==> src/design/kmer_overlap_row_matcher_assert.svh <==
// assertion macros for the k-mer overlap row matcher
// every property is sampled on clk and disabled while rst_n is low
`ifndef KMER_OVERLAP_ROW_MATCHER_ASSERT_SVH
`define KMER_OVERLAP_ROW_MATCHER_ASSERT_SVH

`ifndef SYNTHESIS

// same-cycle implication
`define KOR_ASSERT_NOW(label, ante, cons, msg) \
    label: assert property (@(posedge clk) disable iff (!rst_n) (ante) |-> (cons)) \
        else $error(msg);

// next-cycle implication
`define KOR_ASSERT_NEXT(label, ante, cons, msg) \
    label: assert property (@(posedge clk) disable iff (!rst_n) (ante) |=> (cons)) \
        else $error(msg);

`else

`define KOR_ASSERT_NOW(label, ante, cons, msg)

`define KOR_ASSERT_NEXT(label, ante, cons, msg)

`endif

`endif

==> src/design/kor_pkg.sv <==
package kor_pkg;

    localparam int KMER_W    = 64;
    localparam int LEN_W     = 6;
    localparam int IDX_W     = 6;
    localparam int CMD_W     = 2;
    localparam int NUC_BITS  = 2;
    localparam int WORD_NUCS = 32;

    localparam logic [LEN_W-1:0] KMER_LEN_RESET = 6'd31;

    typedef enum logic [CMD_W-1:0] {
        CMD_LOAD  = 2'd0,
        CMD_CLEAR = 2'd1,
        CMD_ROW   = 2'd2
    } cmd_t;

    typedef enum logic [1:0] {
        ST_IDLE,
        ST_SEEK,
        ST_SCAN
    } state_t;

    // per-cell control coming from the sequencer
    typedef struct packed {
        logic shift;
        logic load;
    } cell_ctl_t;

    // mask of the k-1 leading nucleotides that take part in the overlap check
    function automatic logic [KMER_W-1:0] overlap_mask(input logic [LEN_W-1:0] len);
        logic [4:0]        n;
        logic [KMER_W-1:0] m;
        m = '0;
        if (len > LEN_W'(WORD_NUCS))
        begin
            n = 5'(WORD_NUCS - 1);
        end
        else if (len == '0)
        begin
            n = '0;
        end
        else
        begin
            n = 5'(len - 1'b1);
        end
        for (int i = 0; i < WORD_NUCS; i++)
        begin
            if (i < int'(n))
            begin
                m[i*NUC_BITS +: NUC_BITS] = '1;
            end
        end
        return m;
    endfunction

endpackage

==> src/design/kmer_overlap_row_matcher.sv <==
// k-mer overlap row matcher
//
// command channel: start with command, kmer_word and ref_index; a command is
// transferred at a rising edge with start high and busy low
// load appends kmer_word to the table (ignored once MAX_READS reads are held),
// clear empties it; neither raises busy nor gives a result
// a row command turns the ring of table cells twice: one turn picks up the
// reference k-mer at the head cell, a second turn compares it with every
// read in table order
// busy stays high through both turns; the results come from the second turn
// through the result registers, one result per cycle
// a bad reference index (not below the stored count, or an empty table)
// gives a single error result in the cycle after the transfer
// results: result_valid strobes for one cycle per result; the receiver
// cannot stall, so every result is taken in the cycle it is shown
// config channel: cfg_valid/cfg_ready carry kmer_length; always ready; the user
// must see that it is written only while the block is idle, the block does not enforce it
// reset clears the read count, sets the compare mask for a kmer_length of 31 and
// drops any row; table contents are kept as they are and are unread until loaded again
`include "kmer_overlap_row_matcher_assert.svh"

module kmer_overlap_row_matcher #(
    parameter int MAX_READS = 64
) (
    input  logic                        clk,
    input  logic                        rst_n,
    // command channel
    input  logic                        start,
    output logic                        busy,
    input  logic [kor_pkg::CMD_W-1:0]   command,
    input  logic [kor_pkg::KMER_W-1:0]  kmer_word,
    input  logic [kor_pkg::IDX_W-1:0]   ref_index,
    // config channel
    input  logic                        cfg_valid,
    output logic                        cfg_ready,
    input  logic [kor_pkg::LEN_W-1:0]   kmer_length,
    // result strobe and payload
    output logic                        result_valid,
    output logic [kor_pkg::IDX_W-1:0]   read_index,
    output logic                        overlaps,
    output logic                        last,
    output logic                        bad_request
);

    localparam int STEP_W = $clog2(MAX_READS);
    localparam int CNT_W  = $clog2(MAX_READS + 1);
    localparam int CMP_W  = (CNT_W > kor_pkg::IDX_W) ? CNT_W : kor_pkg::IDX_W;

    // sequencer state
    kor_pkg::state_t            state_reg;
    kor_pkg::state_t            state_next;
    logic [STEP_W-1:0]          step_reg;
    logic [STEP_W-1:0]          step_next;
    logic [CNT_W-1:0]           count_reg;
    logic [CNT_W-1:0]           count_next;
    logic [kor_pkg::KMER_W-1:0] mask_reg;
    logic [kor_pkg::IDX_W-1:0]  ref_idx_reg;
    logic [kor_pkg::KMER_W-1:0] ref_word_reg;

    // result registers
    logic                       result_valid_reg;
    logic                       result_valid_next;
    logic [kor_pkg::IDX_W-1:0]  read_index_reg;
    logic [kor_pkg::IDX_W-1:0]  read_index_next;
    logic                       overlaps_reg;
    logic                       overlaps_next;
    logic                       last_reg;
    logic                       last_next;
    logic                       bad_request_reg;
    logic                       bad_request_next;

    // control
    logic                       cmd_fire;
    logic                       load_fire;
    logic                       row_go;
    logic                       row_bad;
    logic                       step_end;
    logic                       ring_shift;
    logic                       ref_capture;
    logic                       emit;
    logic                       hit;

    // ring of table cells, head at cell 0
    logic [kor_pkg::KMER_W-1:0] cell_word [MAX_READS];

    assign cfg_ready = 1'b1;

    assign cmd_fire  = start && !busy;
    assign load_fire = cmd_fire && (command == kor_pkg::CMD_LOAD)
                       && (count_reg != CNT_W'(MAX_READS));
    assign row_bad   = CMP_W'(ref_index) >= CMP_W'(count_reg);
    assign row_go    = cmd_fire && (command == kor_pkg::CMD_ROW) && !row_bad;
    assign step_end  = step_reg == STEP_W'(MAX_READS - 1);

    // next state
    always_comb
    begin
        state_next = state_reg;
        case (state_reg)
            kor_pkg::ST_IDLE:
            begin
                if (row_go)
                begin
                    state_next = kor_pkg::ST_SEEK;
                end
            end
            kor_pkg::ST_SEEK:
            begin
                if (step_end)
                begin
                    state_next = kor_pkg::ST_SCAN;
                end
            end
            kor_pkg::ST_SCAN:
            begin
                if (step_end)
                begin
                    state_next = kor_pkg::ST_IDLE;
                end
            end
            default:
            begin
                state_next = kor_pkg::ST_IDLE;
            end
        endcase
    end

    // sequencer outputs
    always_comb
    begin
        busy        = 1'b0;
        ring_shift  = 1'b0;
        ref_capture = 1'b0;
        emit        = 1'b0;
        case (state_reg)
            kor_pkg::ST_IDLE:
            begin
                busy = 1'b0;
            end
            kor_pkg::ST_SEEK:
            begin
                busy        = 1'b1;
                ring_shift  = 1'b1;
                // the head cell holds entry step during the turn
                ref_capture = CMP_W'(step_reg) == CMP_W'(ref_idx_reg);
            end
            kor_pkg::ST_SCAN:
            begin
                busy       = 1'b1;
                ring_shift = 1'b1;
                emit       = CNT_W'(step_reg) < count_reg;
            end
            default:
            begin
                busy = 1'b1;
            end
        endcase
    end

    // step counter follows the ring position, zero while idle
    always_comb
    begin
        step_next = '0;
        if (ring_shift && !step_end)
        begin
            step_next = step_reg + 1'b1;
        end
    end

    // read count
    always_comb
    begin
        count_next = count_reg;
        if (cmd_fire)
        begin
            case (command)
                kor_pkg::CMD_LOAD:
                begin
                    if (load_fire)
                    begin
                        count_next = count_reg + 1'b1;
                    end
                end
                kor_pkg::CMD_CLEAR:
                begin
                    count_next = '0;
                end
                default:
                begin
                    count_next = count_reg;
                end
            endcase
        end
    end

    // reference suffix against the read prefix at the head cell; the reference's own entry always hits
    assign hit = (CMP_W'(step_reg) == CMP_W'(ref_idx_reg))
                 || ((((ref_word_reg >> kor_pkg::NUC_BITS) ^ cell_word[0]) & mask_reg) == '0);

    // result register load
    always_comb
    begin
        result_valid_next = 1'b0;
        read_index_next   = read_index_reg;
        overlaps_next     = overlaps_reg;
        last_next         = last_reg;
        bad_request_next  = bad_request_reg;
        if (emit)
        begin
            result_valid_next = 1'b1;
            read_index_next   = kor_pkg::IDX_W'(step_reg);
            overlaps_next     = hit;
            last_next         = (CNT_W'(step_reg) + CNT_W'(1)) == count_reg;
            bad_request_next  = 1'b0;
        end
        else if (cmd_fire && (command == kor_pkg::CMD_ROW) && row_bad)
        begin
            result_valid_next = 1'b1;
            read_index_next   = ref_index;
            overlaps_next     = 1'b0;
            last_next         = 1'b1;
            bad_request_next  = 1'b1;
        end
    end

    always_ff @(posedge clk or negedge rst_n)
    begin
        if (!rst_n)
        begin
            state_reg        <= kor_pkg::ST_IDLE;
            step_reg         <= '0;
            count_reg        <= '0;
            mask_reg         <= kor_pkg::overlap_mask(kor_pkg::KMER_LEN_RESET);
            result_valid_reg <= 1'b0;
        end
        else
        begin
            state_reg        <= state_next;
            step_reg         <= step_next;
            count_reg        <= count_next;
            result_valid_reg <= result_valid_next;
            // config transfer: keep the compare mask rather than the raw length
            if (cfg_valid && cfg_ready)
            begin
                mask_reg <= kor_pkg::overlap_mask(kmer_length);
            end
        end
    end

    always_ff @(posedge clk)
    begin
        if (row_go)
        begin
            ref_idx_reg <= ref_index;
        end
        if (ref_capture)
        begin
            ref_word_reg <= cell_word[0];
        end
        read_index_reg  <= read_index_next;
        overlaps_reg    <= overlaps_next;
        last_reg        <= last_next;
        bad_request_reg <= bad_request_next;
    end

    // the cell ring: each cell takes its upper neighbor's word as the ring turns
    for (genvar g = 0; g < MAX_READS; g++)
    begin : g_cell
        localparam int Nxt = (g + 1) % MAX_READS;
        kor_pkg::cell_ctl_t ctl;

        assign ctl.shift = ring_shift;
        assign ctl.load  = load_fire && (count_reg == CNT_W'(g));

        kor_cell u_cell (
            .clk       (clk),
            .ctl       (ctl),
            .load_word (kmer_word),
            .next_word (cell_word[Nxt]),
            .word      (cell_word[g])
        );
    end

    assign result_valid = result_valid_reg;
    assign read_index   = read_index_reg;
    assign overlaps     = overlaps_reg;
    assign last         = last_reg;
    assign bad_request  = bad_request_reg;

    // error results are single and never claim an overlap
    `KOR_ASSERT_NOW(a_err_shape, result_valid_reg && bad_request_reg,
        last_reg && !overlaps_reg, "error result must be last with no overlap")

    // the table never holds more than MAX_READS reads
    `KOR_ASSERT_NOW(a_count_bound, 1'b1, count_reg <= CNT_W'(MAX_READS),
        "read count above table size")

    // a row ends at its last result, nothing of it follows
    `KOR_ASSERT_NEXT(a_row_end, result_valid_reg && last_reg && !bad_request_reg,
        !(result_valid_reg && !bad_request_reg), "row result after last")

    // an accepted row command enters the seek turn with the step counter at zero
    `KOR_ASSERT_NEXT(a_row_start, row_go,
        (state_reg == kor_pkg::ST_SEEK) && (step_reg == '0), "row did not start seek")

endmodule

==> src/design/kor_cell.sv <==
module kor_cell (
    input  logic                        clk,
    input  kor_pkg::cell_ctl_t          ctl,
    input  logic [kor_pkg::KMER_W-1:0]  load_word,
    input  logic [kor_pkg::KMER_W-1:0]  next_word,
    output logic [kor_pkg::KMER_W-1:0]  word
);

    logic [kor_pkg::KMER_W-1:0] word_reg;
    logic [kor_pkg::KMER_W-1:0] word_next;

    // load from the host or take the neighbor's word while the ring turns
    always_comb
    begin
        word_next = word_reg;
        if (ctl.load)
        begin
            word_next = load_word;
        end
        else if (ctl.shift)
        begin
            word_next = next_word;
        end
    end

    always_ff @(posedge clk)
    begin
        word_reg <= word_next;
    end

    assign word = word_reg;

endmodule
==> config.mk <==
export PLATFORM = sky130hd
export DESIGN_NAME = kmer_overlap_row_matcher
export DESIGN_NICKNAME = d
export VERILOG_FILES = /design/src/design/kor_pkg.sv /design/src/design/kmer_overlap_row_matcher.sv /design/src/design/kor_cell.sv
export VERILOG_INCLUDE_DIRS = /design/src /design/src/design
export SDC_FILE = /design/constraint.sdc
export NUM_CORES = 2
export LEC_CHECK = 0
export ABC_AREA = 0
export BUFFER_PORTS_ARGS = -buffer_cell sky130_fd_sc_hd__clkbuf_2
export CORE_ASPECT_RATIO = 0.6
export CORE_MARGIN = 1.5
export CORE_UTILIZATION = 56
export DETAILED_ROUTE_END_ITERATION = 12
export PLACE_DENSITY = 0.72
export SLEW_MARGIN = 10
export SYNTH_ARGS = -nofsm -noshare
export SYNTH_HDL_FRONTEND = slang
export SYNTH_SLANG_ARGS = --single-unit
==> constraint.sdc <==
create_clock -name clk -period 4.65 [get_ports clk]
set_clock_uncertainty 0.05 [all_clocks]
set_input_delay 0.6975 -clock clk [delete_from_list [all_inputs] [get_ports clk]]
set_output_delay 0.6975 -clock clk [all_outputs]
set_load 0.1 [all_outputs]
; ---- Word-level counts from Yosys, hierarchy flattened
; Cells that the tools add are included.
; Widths: inputs -> output; s select.
[word_totals]
wordCells = 519
in_bits = 82
reg_bits = 4253
[op_classes]
n_lt_le_gt_ge = 34
mux = 181
reduce_logical = 148
bitwise = 2
n_eq_ne = 75
add_sub_neg = 4
[op_table]
columns = operator, n
row1 = $mux 64, 128
row2 = $eq 7x6->1 const B, 32
row3 = $reduce_bool 2->1, 66
row4 = $eq 7x5->1 const B, 16
row5 = $lt 5x5->1 const A, 15
row6 = $logic_and 1x1->1, 71
row7 = $mux 2, 34
row8 = $and 64x62->64, 1
row9 = $logic_not 64->1, 1
row10 = $xor 62x64->64, 1
row11 = $eq 7x4->1 const B, 8
row12 = $lt 4x5->1 const A, 8
row13 = $eq 7x3->1 const B, 4
row14 = $lt 3x5->1 const A, 4
row15 = $mux 6, 3
row16 = $mux 5, 3
row17 = $eq 7x2->1 const B, 2
row18 = $pmux 7 s2, 1
row19 = $lt 1x5->1 const A, 2
row20 = $lt 2x5->1 const A, 2
row21 = $mux 1, 10
row22 = $ne 2x2->1 const B, 4
row23 = $add 6x1->7 const B, 1
row24 = $add 7x1->7 const B, 1
row25 = other kinds (21), 26

; ---- Depth between registers and ports, before layout
[logic_depth]
ltp_word = 6
depth_mapped = 10
ltp_nobuf = 8

; ---- Modules after synthesis
; Synthesis repeated with hierarchy kept, for this count alone.
[unflattened]
cells_unflattened = 9348
hier_area_um2 = 192662.3
[modules_own_cells]
columns = module, seq_area_each_um2, instances, cells_per_inst, area_per_inst_um2
row1 = kor_cell, 1921.8, 64, 136, 2905.3
row2 = kmer_overlap_row_matcher, 3515.9, 1, 644, 6723.9

; ---- Worst setup path before layout
; Ideal clock, no wire load.
[synth_timing]
kind = register to register
startpoint = reg state_reg[0]
endpoint = reg g_cell[37].u_cell.word_reg, in the netlist g_cell[37].u_cell.word[0] (enable)
stages_incl_launch_ff = 11
synth_period_minus_slack_ps = 4105
setup_slack_ps = 545
n_path_buf = 2
arrival_time_ps = 3623
path_cell_list = dfrtp_1 inv_1 ha_1 and3b_1 o41ai_2 or3b_1 nor2_1 nand2_1 buf_2 buf_2 nand2b_1
[synth_between]
elab_chain_cells = 6
[synth_lines]
columns = item, line
row1 = start: declaration, kmer_overlap_row_matcher.sv:50  ; kor_pkg::state_t state_reg;
row2 = start signal: assignment, kmer_overlap_row_matcher.sv:230  ; state_reg <= kor_pkg::ST_IDLE;
row3 = start signal: assignment, kmer_overlap_row_matcher.sv:238  ; state_reg <= state_next;
row4 = $logic_not 2->1, kmer_overlap_row_matcher.sv:135  ; case (state_reg)
row5 = $logic_and 1x1->1, kmer_overlap_row_matcher.sv:88  ; assign cmd_fire = start && !busy;
row6 = $logic_and 1x1->1, kmer_overlap_row_matcher.sv:89  ; assign load_fire = cmd_fire && (command == kor_pkg::CMD_LOAD)
row7 = $logic_and 1x1->1, kmer_overlap_row_matcher.sv:90  ; && (count_reg != CNT_W'(MAX_READS));
row8 = $logic_and 1x1->1, kmer_overlap_row_matcher.sv:273  ; assign ctl.load = load_fire && (count_reg == CNT_W'(g));
row9 = $reduce_bool 2->1 (no line) (*), n/a
row10 = end signal: assignment, kor_cell.sv:28  ; word_reg <= word_next;
row11 = end: declaration, kor_cell.sv:9  ; logic [kor_pkg::KMER_W-1:0] word_reg;
; Mark *: on every way between the ends. The rest lies on a longest branch, timed or not.
; A chain may end at the register's enable or synchronous reset.

; ---- Worst setup path after layout
[layout_timing]
startpoint = reg count_reg[1]
endpoint = reg g_cell[13].u_cell.word_reg, in the netlist g_cell[13].u_cell.word[39], data pin
[layout_between]
elab_chain_cells = 4
[layout_lines]
columns = item, line
row1 = start: declaration, kmer_overlap_row_matcher.sv:54  ; logic [CNT_W-1:0] count_reg;
row2 = start signal: assignment, kmer_overlap_row_matcher.sv:240  ; count_reg <= count_next;
row3 = $ne 7x7->1, kmer_overlap_row_matcher.sv:90
row4 = $logic_and 1x1->1, kmer_overlap_row_matcher.sv:90
row5 = $logic_and 1x1->1 (*), kmer_overlap_row_matcher.sv:273
row6 = $mux 64 (*), kor_cell.sv:16  ; if (ctl.load)
row7 = via g_cell[13].u_cell.word_next (one bit), kor_cell.sv:10  ; logic [kor_pkg::KMER_W-1:0] word_next;
row8 = end signal: assignment, kor_cell.sv:28
row9 = end: declaration, kor_cell.sv:9
; Mark *: on every way through the listed nets, which the timed path passes. The rest lies on a longest branch.

==> implementation parameters <==
Parameter                              Value

Global route
  Global-route met2 utilization ... 0.365
  Wire length of the first global-routing pass ... 688 mm
  Overflow after GRT ... 0
  Peak-usage layer in the global routing report ... met1
  Met3 Resource Use GR ... 0.150
  Total Routing Usage GR ... 0.294
  Vias in the first global route ... 91.6k
  Maximum number of pins on one net before global-route repair ... 66
  Initial antenna violation count ... 97
  Met1 usage in global routing ... 0.458

Timing
  Maximum clock rate ... 0.225 GHz
  Crit share post-route ... 0.957
  Final Hold Fails ... 0
  Worst rel slew slack ... 0.0399
  Post-Route Hold Slack ... 0.185 ns
  Time the final worst path needs with I/O delays and setup ... 4.45 ns
  Actual transition at the worst max-transition pin ... 1.43 ns
  Unrepaired setup endpoints after global routing ... false
  Setup slack of the critical path after layout ... 0.198 ns
  Final Setup Violations ... 0
  Slew Limit Fails ... 0

Placement
  Total placed instance area ... 0.187 mm²
  Gp weighted congestion ... 1.01
  Port-buffer cells ... 92
  Post-detail-place hpwl ... 311 mm
  Setup Slack @ Placement ... -0.124 ns
  Number of instances in the placed design ... 13.7k

Flow run
  # Max-Cap Violations ... 0

Route
  Detailed-routing iteration count for the pre-antenna-repair pass ... 9
  Final WL ... 483 mm
  Total number of vias ... 92.7k
  Post-detailed-route DRC marker count ... 9
  Vias per cell ... 6.45
  ANT nets after route ... 0
  Average wire per cell in the routed design ... 33.6 µm
  DRT iter0 DRCs ... 14.1k

Die
  Initial Util ... 0.563
  Standard cell core area ... 0.321 mm²
  Core Rows ... 161
  Die ar. ... 0.326 mm²
  Height of the die ... 443 µm
  Ports ... 94
  Horizontal die dimension ... 736 µm

Clock tree
  Clock tree from TritonCTS ... built
  Post CTS Setup Buffer Count ... 0
  CTS H-tree depth ... 5
  Number of sinks handled by clock tree synthesis ... 4220
  Number of buffers on the longest clock path ... 4
  Cell chosen for the clock root ... sky130_fd_sc_hd__clkbuf_16
  Clock-pin slew of the registers on the worst-case setup and hold paths ... 0.07 ns
  Clk Latency, worst-skew pair ... 0.95 ns
  Number of clock buffers inserted by TritonCTS ... 377

Critical path
  Setup crit end kind ... flip-flop
  CP Data Arrival Time ... 5.07 ns
  Critical path peak fanout ... 39
  Req. time, crit path ... 5.26 ns
  Max stage delay cell, worst path ... sky130_fd_sc_hd__nor2_4
  Worst path buffer plus inverter count ... 3
  Worst Setup Start Kind ... flip-flop
  Critical Setup Path Class ... reg -> reg
  Cells along the critical path ... inv_1 > ha_1 > or3b_1 > o41ai_2 > buf_4 > or3b_1 > nand2b_1 > nor2_4 > buf_4 > mux2_2
  Stage delay of the slowest cell on the critical path ... 0.75 ns
  Cell class contributing the biggest share of worst-path delay ... simple AND/OR/NAND/NOR gates

Run status
  Run status ... finished with violations
  Violated checks ... design-rule violations

Layout
  Fin cells ... 14.4k
  Most frequent cells in the layout ... sky130_fd_sc_hd__edfxtp_1, sky130_fd_sc_hd__mux2_2, sky130_fd_sc_hd__clkbuf_16
  Share of the core filled with cells ... 0.620
  Final #Nets ... 9832
  Share of cells above drive strength 1 ... 0.515
  Number of flip-flops in the largest register ... 4096
  Cell area after layout ... 0.199 mm²
  Area growth from synthesis to layout ... 10.2%
  Most common library cell in the layout ignoring fill and taps ... sky130_fd_sc_hd__edfxtp_1

Pwr
  Peak supply drop ... 0.697 mV
  LEAKAGE ... 0.0616 µW
  Power density over the cells ... 707 mW/mm²

Synth
  Count of unique library cells instantiated by Yosys ... 69
  Summed instance area of the synthesized netlist ... 0.181 mm²
  Number of synthesis warnings ... 0
  Net count after synthesis ... 9868
  Count of flip-flops with a built-in enable after synthesis ... 4172
  Number of cells produced by synthesis ... 9763
  Post-synthesis average cell area ... 18.5 µm²
  Share of flip-flops with an asynchronous set or reset ... 0.0111
  Post-synth top flop ... sky130_fd_sc_hd__edfxtp_1
  Count of state elements after synthesis ... 4220
  Register area share after synthesis ... 0.701

Worst hold path
  Worst Hold Class ... in -> reg
## power breakdown
| group | switching, µW | internal, µW |
|---|---|---|
| combinational | 22800 | 12200 |
| sequential | 6200 | 68400 |
| clock | 14000 | 17200 |
## metrics by stage
step | TNS, ns | power, µW
after detailed placement | -7.63 | 109000
after floorplan | 0 | 93900
after global placement | -280.60 | 108000
after global routing | 0 | 146000
final | 0 | 141000
after CTS | 0 | 140000
## worst register-to-register path, cell delays in order (launching register included)
cell	delay, ns
sky130_fd_sc_hd__dfrtp_1	0.48
sky130_fd_sc_hd__inv_1	0.21
sky130_fd_sc_hd__ha_1	0.25
sky130_fd_sc_hd__or3b_1	0.22
sky130_fd_sc_hd__o41ai_2	0.07
sky130_fd_sc_hd__buf_4	0.17
sky130_fd_sc_hd__or3b_1	0.53
sky130_fd_sc_hd__nand2b_1	0.35
sky130_fd_sc_hd__nor2_4	0.75
sky130_fd_sc_hd__buf_4	0.61
sky130_fd_sc_hd__mux2_2	0.47
## Yosys cell counts, types with 3 or more instances
library cell,count,area share
sky130_fd_sc_hd__a31oi_1,7,0.00024
sky130_fd_sc_hd__or3b_1,3,0.00015
sky130_fd_sc_hd__inv_1,24,0.00050
sky130_fd_sc_hd__nor4_1,4,0.00014
sky130_fd_sc_hd__buf_4,35,0.0015
sky130_fd_sc_hd__mux2_2,3961,0.25
sky130_fd_sc_hd__nor3b_1,5,0.00021
sky130_fd_sc_hd__ha_1,23,0.0016
sky130_fd_sc_hd__xnor2_1,12,0.00058
sky130_fd_sc_hd__clkbuf_1,487,0.010
sky130_fd_sc_hd__a22o_1,4,0.00019
sky130_fd_sc_hd__a21oi_1,10,0.00028
sky130_fd_sc_hd__nand3_2,3,0.00017
sky130_fd_sc_hd__nand2_1,50,0.0010
sky130_fd_sc_hd__and3_1,7,0.00024
sky130_fd_sc_hd__o21a_1,8,0.00033
sky130_fd_sc_hd__dfstp_2,30,0.0044
sky130_fd_sc_hd__nand4_1,9,0.00031
sky130_fd_sc_hd__buf_6,90,0.0056
sky130_fd_sc_hd__or2_2,27,0.00094
sky130_fd_sc_hd__a21o_1,8,0.00033
sky130_fd_sc_hd__nand3_1,11,0.00030
sky130_fd_sc_hd__dfrtp_1,17,0.0024
sky130_fd_sc_hd__o2bb2ai_1,5,0.00024
sky130_fd_sc_hd__o21ai_0,52,0.0014
sky130_fd_sc_hd__mux2_1,144,0.0090
sky130_fd_sc_hd__nor3_1,13,0.00036
sky130_fd_sc_hd__nand2b_1,45,0.0016
sky130_fd_sc_hd__nor2b_1,4,0.00014
sky130_fd_sc_hd__buf_2,229,0.0063
sky130_fd_sc_hd__a211oi_1,5,0.00021
sky130_fd_sc_hd__xor2_1,70,0.0034
sky130_fd_sc_hd__edfxtp_1,4172,0.69
sky130_fd_sc_hd__nor2_1,62,0.0013
sky130_fd_sc_hd__buf_1,80,0.0017
sky130_fd_sc_hd__o211ai_1,5,0.00021
## layout make-up
cell class | instances | area [µm²]
Antenna cell | 29 | 72.6
Clock buffer | 459 | 9960
Clock inverter | 218 | 2010
Fill cell | 21962 | 122000
Inverter | 26 | 97.6
Multi-Input combinational cell | 4596 | 49900
Sequential cell | 4220 | 127000
Tap cell | 4319 | 5400
Timing Repair Buffer | 506 | 5120
## logic make-up after synthesis
group,synth area share
compound gates,0.00436
xor+xnor,0.00398
fa+ha+maj,0.00165
buf+inv,0.0257
flops,0.701
mux,0.256
other cells,0.0000208
simple gates,0.00770
## layer usage
layer  share of wire  wire length (µm)
met5          0.0024              1180
met1            0.43            210000
met3            0.16             79000
met4           0.019              9250
met2            0.38            184000
## final timing paths
kind,start,to,slack [ns],cells after the start
setup / recovery,count_reg[1]$_DFFE_PN0P_,g_cell[13].u_cell.word[39]$_DFFE_PP_,0.20,10
hold / removal,kmer_length[0],mask_reg[13]$_DFFE_PN1P_,0.18,3
setup reg to reg,count_reg[1]$_DFFE_PN0P_,g_cell[13].u_cell.word[39]$_DFFE_PP_,0.20,10
hold reg to reg,bad_request$_SDFFE_PP0P_,bad_request$_SDFFE_PP0P_,0.44,1
max in group asynchronous,rst_n,mask_reg[60]$_DFFE_PN0P_,3.45,3
min in group asynchronous,rst_n,state_reg[0]$_DFFE_PN0P_,0.38,3
## repair_timing
| action | in CTS | in global routing |
|---|---|---|
| hold endpoints to repair | 23 | 0 |
| endpoints found under the setup margin | 52 | 0 |
| gates resized for setup | 1 | 0 |
| hold buffers | 7 | 0 |
No activity file was read; power rests on OpenSTA's default activity.
